**config.mk**
```make
export PLATFORM = sky130hd
export DESIGN_NAME = charlieplex_led_scanner_top
export DESIGN_NICKNAME = d
export VERILOG_FILES = /design/src/design/cls_pkg.sv /design/src/design/charlieplex_led_scanner_top.sv
export SDC_FILE = /design/constraint.sdc
export NUM_CORES = 1
export LEC_CHECK = 0
export ABC_AREA = 1
export BUFFER_PORTS_ARGS = -buffer_cell sky130_fd_sc_hd__buf_2
export CAP_MARGIN = 20
export CORE_ASPECT_RATIO = 0.9
export CORE_MARGIN = 5
export CORE_UTILIZATION = 51
export DETAILED_ROUTE_END_ITERATION = 7
export PLACE_DENSITY = 0.75
export SKIP_LAST_GASP = 1
export SYNTH_ARGS = -nofsm -noshare
export SYNTH_HDL_FRONTEND = slang
export SYNTH_SLANG_ARGS = --single-unit
```
**constraint.sdc**
```tcl
create_clock -name clk -period 2.2 [get_ports clk]
set_input_delay 0.11 -clock clk [delete_from_list [all_inputs] [get_ports clk]]
set_output_delay 0.11 -clock clk [all_outputs]
set_load 0.01 [all_outputs]
```
**src/design/cls_pkg.sv**
```systemverilog
// Package for the charlieplexed LED scanner: shared types, constants,
// register indexes and the pin lookup tables. No dependencies.
package cls_pkg;

  typedef logic [4:0] pins_t;
  typedef logic [5:0] pos_t;
  typedef logic [7:0] ticks_t;
  typedef logic [4:0] tidx_t;

  // Configuration register indexes
  typedef enum logic [0:0] {
    CFG_SCAN_MODE  = 1'b0,
    CFG_STEP_TICKS = 1'b1
  } cfg_idx_t;

  localparam pos_t   SCAN_LAST   = 6'd37;
  localparam pos_t   FWD_STEPS   = 6'd20;
  localparam pos_t   MIRROR_BASE = 6'd39;
  localparam ticks_t TICKS_RESET = 8'd30;
  localparam pins_t  OFF_LEVEL   = 5'b11111;
  localparam pins_t  OFF_ENABLE  = 5'b00000;

  // Scan position to table index: forward sweep, then back down to 2
  function automatic tidx_t table_index(input pos_t pos);
    pos_t mirrored;
    mirrored = MIRROR_BASE - pos;
    if (pos < FWD_STEPS) begin
      return pos[4:0];
    end else begin
      return mirrored[4:0];
    end
  endfunction

  // Pin-enable mask, one pin pair per entry
  function automatic pins_t enable_at(input logic [3:0] pair);
    case (pair)
      4'd0:    return 5'b00011;
      4'd1:    return 5'b00101;
      4'd2:    return 5'b01001;
      4'd3:    return 5'b10001;
      4'd4:    return 5'b00110;
      4'd5:    return 5'b01010;
      4'd6:    return 5'b10010;
      4'd7:    return 5'b01100;
      4'd8:    return 5'b10100;
      4'd9:    return 5'b11000;
      default: return 5'b00000;
    endcase
  endfunction

  // Pin levels, high side of the lit LED
  function automatic pins_t level_at(input tidx_t idx);
    case (idx)
      5'd0:    return 5'b00001;
      5'd1:    return 5'b00010;
      5'd2:    return 5'b00001;
      5'd3:    return 5'b00100;
      5'd4:    return 5'b00001;
      5'd5:    return 5'b01000;
      5'd6:    return 5'b00001;
      5'd7:    return 5'b10000;
      5'd8:    return 5'b00010;
      5'd9:    return 5'b00100;
      5'd10:   return 5'b00010;
      5'd11:   return 5'b01000;
      5'd12:   return 5'b00010;
      5'd13:   return 5'b10000;
      5'd14:   return 5'b00100;
      5'd15:   return 5'b01000;
      5'd16:   return 5'b00100;
      5'd17:   return 5'b10000;
      5'd18:   return 5'b01000;
      5'd19:   return 5'b10000;
      default: return 5'b00000;
    endcase
  endfunction

endpackage

```
**src/design/charlieplex_led_scanner_top.sv**
```systemverilog
// Charlieplexed LED scanner top level: scan state, config registers and
// the registered result stage. Depends on cls_pkg.
//
// Each input beat is one timer tick and yields one result beat with the
// pin-enable mask, pin levels and the scan step in effect for that tick.
// The block takes one tick per clock cycle: the step/hold counters and the
// table lookups sit between the input handshake and a single result
// register, and a new tick is accepted whenever that register is empty or
// is being drained in the same cycle. Configuration writes (scan mode,
// hold ticks) apply to the next tick; a changed hold count is picked up
// at the next step reload.
module charlieplex_led_scanner_top (
  input  logic                 clk,
  input  logic                 rst,
  // tick channel
  input  logic                 in_valid,
  output logic                 in_ready,
  input  logic                 restart,
  // result channel
  output logic                 out_valid,
  input  logic                 out_ready,
  output cls_pkg::pins_t       pin_enable,
  output cls_pkg::pins_t       pin_level,
  output cls_pkg::pos_t        step_position,
  // config write channel
  input  logic                 cfg_valid,
  output logic                 cfg_ready,
  input  cls_pkg::cfg_idx_t    cfg_index,
  input  cls_pkg::ticks_t      cfg_data
);

  logic            scan_mode;
  cls_pkg::ticks_t step_ticks;
  cls_pkg::pos_t   position, position_next;
  cls_pkg::ticks_t ticks_left, ticks_left_next;
  logic            in_fire;
  cls_pkg::ticks_t hold;
  cls_pkg::pos_t   cur_pos;
  cls_pkg::tidx_t  tidx;
  cls_pkg::pins_t  enable_next, level_next;

  assign cfg_ready = 1'b1;
  assign in_ready  = !out_valid || out_ready;
  assign in_fire   = in_valid && in_ready;

  // Config registers
  always_ff @(posedge clk) begin
    if (rst) begin
      scan_mode  <= 1'b0;
      step_ticks <= cls_pkg::TICKS_RESET;
    end else if (cfg_valid) begin
      case (cfg_index)
        cls_pkg::CFG_SCAN_MODE:  scan_mode  <= cfg_data[0];
        cls_pkg::CFG_STEP_TICKS: step_ticks <= cfg_data;
        default: ;
      endcase
    end
  end

  // Tick evaluation
  always_comb begin
    hold = (step_ticks == '0) ? 8'd1 : step_ticks;
    if (restart || position > cls_pkg::SCAN_LAST) begin
      cur_pos = '0;
    end else begin
      cur_pos = position;
    end
    tidx            = cls_pkg::table_index(cur_pos);
    position_next   = cur_pos;
    ticks_left_next = restart ? hold : ticks_left;
    if (scan_mode) begin
      enable_next = cls_pkg::OFF_ENABLE;
      level_next  = cls_pkg::OFF_LEVEL;
    end else begin
      enable_next = cls_pkg::enable_at(tidx[4:1]);
      level_next  = cls_pkg::level_at(tidx);
      if (!restart) begin
        if (ticks_left <= 8'd1) begin
          position_next   = (cur_pos == cls_pkg::SCAN_LAST) ? '0 : cur_pos + 6'd1;
          ticks_left_next = hold;
        end else begin
          ticks_left_next = ticks_left - 8'd1;
        end
      end
    end
  end

  // Scan state
  always_ff @(posedge clk) begin
    if (rst) begin
      position   <= '0;
      ticks_left <= cls_pkg::TICKS_RESET;
    end else if (in_fire) begin
      position   <= position_next;
      ticks_left <= ticks_left_next;
    end
  end

  // Result register
  always_ff @(posedge clk) begin
    if (rst) begin
      out_valid <= 1'b0;
    end else if (in_fire) begin
      out_valid <= 1'b1;
    end else if (out_ready) begin
      out_valid <= 1'b0;
    end
  end

  always_ff @(posedge clk) begin
    if (in_fire) begin
      pin_enable    <= enable_next;
      pin_level     <= level_next;
      step_position <= cur_pos;
    end
  end

`ifndef SYNTHESIS
  a_pos_range: assert property (@(posedge clk) disable iff (rst)
    position <= cls_pkg::SCAN_LAST)
    else $error("scan position out of range");

  a_ticks_nonzero: assert property (@(posedge clk) disable iff (rst)
    ticks_left != '0)
    else $error("hold counter reached zero");

  a_restart: assert property (@(posedge clk) disable iff (rst)
    in_fire && restart |=> position == '0 && step_position == '0 && out_valid)
    else $error("restart did not return to step zero");

  a_hold: assert property (@(posedge clk) disable iff (rst)
    in_fire && !restart && !scan_mode && ticks_left > 8'd1
    |=> $stable(position))
    else $error("position moved while step still held");

  a_off_frozen: assert property (@(posedge clk) disable iff (rst)
    in_fire && !restart && scan_mode |=> $stable(position) && $stable(ticks_left))
    else $error("scan advanced in off mode");
`endif

endmodule
```
; Word-level counts from Yosys, hierarchy flattened
; Memory sizes are Yosys's and may differ from the RTL's. A register that Yosys moved wholly into a read port is not among the register bits.
; Cells that the tools add are included.
[totals]
regBits = 30
rom_bits = 240
inputBits = 15
out_inout_bits = 19
word_cells = 37
mem_count = 2
[classes]
n_addsub = 3
n_lt_le_gt_ge = 3
eq_ne = 1
muxes = 13
bitwise = 1
reduce_logical = 8
[memory_table]
columns = name, depth, width, read_ports, rd_clocked_by_memory_dff, wr, line
row1 = (no name shown), 32, 5, 1, 1, 0, cls_pkg.sv:53  ; case (idx)
row2 = (no name shown), 16, 5, 1, 1, 0, cls_pkg.sv:36  ; case (pair)
[ops]
columns = cell, count
row1 = 8-bit 2-to-1 mux, 5
row2 = 6-bit 2-to-1 mux, 5
row3 = 8-bit by 1-bit <= comparator with 1-bit output (second input constant), 1
row4 = 8-bit zero test, 1
row5 = 8-bit by 1-bit subtractor with 8-bit output (second input constant), 1
row6 = 6-bit by 1-bit adder with 6-bit output (second input constant), 1
row7 = 6-bit == test (second input constant), 1
row8 = 6-bit greater-than comparator (second input constant), 1
row9 = 6-bit by 5-bit less-than comparator with 1-bit output (second input constant), 1
row10 = 5-bit 2-to-1 mux, 1
row11 = 3-bit by 5-bit subtractor with 5-bit output (first input constant), 1
row12 = 2-bit AND reduction, 2
row13 = 1-bit logical OR, 2
row14 = 1-bit 2-to-1 mux, 2
row15 = 2-bit nonzero test, 1
row16 = 1-bit logical AND, 1
row17 = 1-bit zero test, 1
row18 = 1-bit inverter, 1

; Logic depth before layout (Yosys ltp)
[logic_depth]
ltp_word = 8
ltp_mapped = 15

; Worst setup path after synthesis
; OpenSTA, ideal clock, no wires.
[synth_timing]
path_kind = register -> register
startpoint = register position[2]
endpoint = register pin_enable[3] (data pin)
setup_ns = 0.263
t_arrival_ns = 1.835
slack_ns = 0.102
path_stages_with_launch = 16
path_buffers = 0
period_less_slack_ns = 2.098
cell_sequence = dfxtp_1 > nand2_1 > nand2_2 > nand2_4 > nand2_8 > inv_4 > nand2_2 > inv_2 > ha_1 > inv_1 > a21oi_2 > inv_2 > nand2_1 > nor2_1 > nor2_1 > nor2_2
[synth_via]
elab_chain_len = 5
[synth_rtl]
columns = element, line
row1 = from (decl), charlieplex_led_scanner_top.sv:34  ; cls_pkg::pos_t position, position_next;
row2 = from (signal assigned), charlieplex_led_scanner_top.sv:94  ; position <= position_next;
row3 = 6-bit greater-than comparator *, charlieplex_led_scanner_top.sv:63  ; if (restart || position > cls_pkg::SCAN_LAST) begin
row4 = 1-bit logical OR *, charlieplex_led_scanner_top.sv:63
row5 = 6-bit 2-to-1 mux *, charlieplex_led_scanner_top.sv:63
row6 = net cur_pos[3], charlieplex_led_scanner_top.sv:38  ; cls_pkg::pos_t cur_pos;
row7 = 3-bit by 5-bit subtractor with 5-bit output / 6-bit by 5-bit less-than comparator with 1-bit output (equally long branches), "cls_pkg.sv:26, cls_pkg.sv:27"
row8 = 5-bit 2-to-1 mux *, cls_pkg.sv:27  ; if (pos < FWD_STEPS) begin
row9 = to (decl), charlieplex_led_scanner_top.sv:22  ; output cls_pkg::pins_t pin_enable,
; The timed path passes the listed nets; every way through them passes the cells marked *.
; A chain may end at the register's enable or synchronous reset.

; Worst setup path after layout
[layout_timing]
startpoint = register position[1]
endpoint = register pin_enable[3] (data pin)
; Same word-level chain as after synthesis.

==> results.rst <==
.. list-table::
   :header-rows: 1

   * - Metric
     - Value
   * - Total CTS buffers
     - 5
   * - Max-cap violations
     - 0
   * - Overall routing resource usage
     - 0.186
   * - Shortest period the worst path allows
     - 2.04 ns
   * - Final non-filler cell total
     - a little over 400
   * - Fillers
     - 424
   * - Category of the most critical setup path
     - reg2reg
   * - Maximum number of pins on one net before global-route repair
     - 22
   * - Max-slew violation count
     - 0
   * - Skew-Pair Late Insertion Delay
     - roughly 0.30 ns
   * - Synthesis-to-finish area growth
     - 16.8%
   * - Critical path data arrival time
     - approximately 2.1 ns
   * - Ratio of routed vias to standard cells
     - approximately 5.3
   * - Basic-gate share of the synthesized area counting and, or, nand and nor cells
     - 0.282
   * - Power, Total
     - 0.00169 W
   * - Total nets after synthesis
     - 323
   * - DRC violation count after routing
     - 0
   * - Run status
     - finished, final reports clean
   * - Nature of the critical path endpoint
     - flop
   * - Placeable core region
     - between 0.004 and 0.005 mm²
   * - Max IR drop VDD
     - 0.000428 V
   * - Final routed wire length divided by cell count
     - 13.2 µm
   * - Antenna diode count
     - 0
   * - Adder-cell area share of the yosys netlist
     - 0.0264
   * - Number of flip-flops and latches in the synthesized netlist
     - 40
   * - Transition at the pin with the smallest max-transition slack
     - 0.541 ns
   * - CP required
     - about 2.3 ns
   * - Total of buffers placed on input and output ports
     - 32
   * - Fin Hold WS
     - approximately 0.027 ns
   * - Synth Flop Type
     - sky130_fd_sc_hd__dfxtp_1
   * - Total congestion overflow after global routing
     - 0
   * - Max Clock Skew
     - 0.00363 ns
   * - Final Util
     - 0.616
   * - Cell types occupying the most area after synthesis
     - sky130_fd_sc_hd__dfxtp_1, sky130_fd_sc_hd__edfxtp_1, sky130_fd_sc_hd__nand2_1
   * - Clock-pin slew on the worst setup and hold paths
     - roughly 0.080 ns
   * - Number of ports placed on the die boundary
     - 34
   * - Max Root-Sink Buffers
     - 2
   * - Number of synthesized flops with an enable pin
     - 16
   * - Post-Synth XOR/XNOR Area
     - 0.0190
   * - Commonest cells in the netlist
     - sky130_fd_sc_hd__nand2_1, sky130_fd_sc_hd__inv_1, sky130_fd_sc_hd__a21oi_1, sky130_fd_sc_hd__dfxtp_1
   * - Clock tree from TritonCTS
     - built
   * - Part of the Yosys area used for sequential elements
     - 0.405
   * - Mean post-synth cell area
     - a little under 8 µm²
   * - Area of the mapped netlist
     - ~0.0024 mm²
   * - DRC violation total after the first TritonRoute iteration
     - just under 90
   * - Number of clock sinks
     - 40
   * - Final setup viols
     - 0
   * - Proportion of layout cells with a drive suffix above 1
     - 0.239
   * - Count of antenna-violating nets left after detailed routing
     - 0
   * - Total Wirelength
     - about 5300 µm
   * - Achievable clock frequency
     - between 0.4 and 0.5 GHz
   * - Async SR Flop Fraction
     - 0
   * - RePlAce Congestion
     - approximately 0.94
   * - Power density over the cells
     - approximately 600 mW/mm²
   * - Top-area cell type share of the netlist area
     - 0.203
   * - Largest family of logic cells by synthesized area
     - simple AND/OR/NAND/NOR gates
   * - Critical Path Source Type
     - flop
   * - Critical path fanouts, max
     - 6
   * - Endpoints failing hold
     - 0
   * - Cell variety after synth
     - 36
   * - Multiplexer area fraction after synthesis
     - 0
   * - Top-count cell post-synth
     - sky130_fd_sc_hd__nand2_1
   * - Initial antenna violation count
     - 0
   * - Setup Total Neg Slack
     - 0 ns
   * - Yosys top cell by area
     - sky130_fd_sc_hd__dfxtp_1
   * - Cells after DPL
     - 397
   * - Master cell of the clock root buffer
     - sky130_fd_sc_hd__clkbuf_8
   * - # rows
     - 23
   * - Static leakage
     - roughly 1.3 nW
   * - Final clock period utilization by the worst path
     - 0.928
   * - Die H
     - 74.7 µm
   * - First-pass DRT Iterations
     - 4
   * - RSZ-0062 raised after global routing
     - false
   * - Total half-perimeter wirelength after legalization and detailed placement
     - 3990 µm
   * - Wire length of the first global-routing pass
     - around 8800 µm
   * - Fin nets
     - about 360
   * - Complex-gate fraction of the synthesized area
     - 0.178
   * - Number of global-route vias before repair
     - around 2000
   * - Hold/Removal Path Class
     - in2reg
   * - Number of H-tree levels
     - 2
   * - Horizontal extent of the die
     - between 80 and 90 µm
   * - Total number of yosys warnings
     - 0
   * - Number of instances in the synthesized netlist
     - 303
   * - Count of vias placed by the detailed router
     - ~2200
   * - Total Die Area
     - slightly above 0.006 mm²
   * - Starting Density
     - 0.528
   * - Slew Limit Headroom
     - 0.639
[flip-flops by register name, summed over array words and instances (netlist names)]
| register | cells |
|---|---|
| step_ticks | 8 |
| ticks_left | 8 |
| position | 6 |
| step_position | 6 |
| pin_enable | 5 |
| pin_level | 5 |
| out_valid | 1 |
| scan_mode | 1 |
[power breakdown]
group          total, W  internal [W]  switching [W]
registers      0.000840      0.000820      0.0000202
logic          0.000261     0.0000942       0.000167
clock network  0.000590      0.000336       0.000254
[critical path, stage by stage (launching register included)]
cell                      delay, ns
sky130_fd_sc_hd__dfxtp_1       0.36
sky130_fd_sc_hd__nand2_1       0.09
sky130_fd_sc_hd__nand2_2       0.09
sky130_fd_sc_hd__nand2_4       0.09
sky130_fd_sc_hd__nand2_8       0.15
sky130_fd_sc_hd__inv_4         0.06
sky130_fd_sc_hd__nand2_2       0.07
sky130_fd_sc_hd__inv_2         0.04
sky130_fd_sc_hd__ha_1          0.26
sky130_fd_sc_hd__inv_1         0.06
sky130_fd_sc_hd__a21oi_4       0.18
sky130_fd_sc_hd__inv_2         0.08
sky130_fd_sc_hd__nand2_1       0.07
sky130_fd_sc_hd__nor2_1        0.05
sky130_fd_sc_hd__nor2_1        0.11
sky130_fd_sc_hd__nor2_2        0.04
[repair_timing]
item / CTS / global route
hold buffers: 0 / 0
endpoints found under the setup margin: 0 / 3
resized for setup: 0 / 2
endpoints found under the hold margin: 0 / 0
setup buffers: 0 / 0
[metal layers]
| metal | vias to the layer above | share of wire | global-route usage |
|---|---|---|---|
| li1 | 1100 | - | - |
| met3 | 10 | 0.052 | 0.0383 |
| met2 | 53 | 0.48 | 0.308 |
| met5 | - | 0 | 0 |
| met4 | 0 | 0.019 | 0.0720 |
| met1 | 1001 | 0.45 | 0.240 |
[layout make-up]
| class | count | area [µm²] | area share |
|---|---|---|---|
| Clock buffer | 6 | 72.6 | 0.0262 |
| Inverter | 42 | 168 | 0.0606 |
| Clock inverter | 2 | 35.0 | 0.0127 |
| Multi-Input combinational cell | 212 | 1210 | 0.439 |
| Sequential cell | 40 | 961 | 0.347 |
| Tap cell | 62 | 77.6 | 0.0280 |
| Timing Repair Buffer | 41 | 240 | 0.0868 |
[path summary, 6_finish.rpt]
path / to / start / slack, ns / cells after the start
worst max-delay path: pin_enable[3] / position[1] / 0.16 / 15
worst min-delay path: step_ticks[3] / cfg_data[3] / 0.03 / 3
worst max register to register: pin_enable[3] / position[1] / 0.16 / 15
worst min register to register: step_ticks[0] / step_ticks[0] / 0.48 / 2
[cells by family after synthesis]
family | count (synthesis)
buffers and inverters | 51
adder cells (fa/ha/maj) | 5
other | 1
XOR/XNOR | 3
flip-flops | 40
AND/OR/NAND/NOR | 131
AO/OA/AOI/OAI | 72
[cells in the final DEF, fill, tap and decap left out, types with 2 or more instances in the layout]
cell and n:
sky130_fd_sc_hd__inv_4 4, sky130_fd_sc_hd__nand2_1 64, sky130_fd_sc_hd__buf_4 8, sky130_fd_sc_hd__nor2_8 3
sky130_fd_sc_hd__o21ai_0 22, sky130_fd_sc_hd__nor2_2 3, sky130_fd_sc_hd__o221ai_1 3, sky130_fd_sc_hd__buf_2 32
sky130_fd_sc_hd__nand4_1 6, sky130_fd_sc_hd__xor2_1 2, sky130_fd_sc_hd__o21ai_1 6, sky130_fd_sc_hd__clkbuf_8 5
sky130_fd_sc_hd__nand3_1 22, sky130_fd_sc_hd__nor2_1 19, sky130_fd_sc_hd__inv_2 7, sky130_fd_sc_hd__nand2_4 3
sky130_fd_sc_hd__o211ai_1 9, sky130_fd_sc_hd__inv_1 30, sky130_fd_sc_hd__a31oi_1 3, sky130_fd_sc_hd__nand2_2 6
sky130_fd_sc_hd__dfxtp_1 24, sky130_fd_sc_hd__a21oi_1 24, sky130_fd_sc_hd__edfxtp_1 16, sky130_fd_sc_hd__ha_1 4
[through the flow]
step / worst slack [ns] / area [µm²]
2_1_floorplan: 0.102 / 2370
3_3_place_gp: 0.217 / 2650
3_5_place_dp: 0.161 / 2650
4_1_cts: 0.137 / 2760
5_1_grt: 0.0435 / 2770
6_report: 0.157 / 2770
Power figures use the tool's default switching activity.
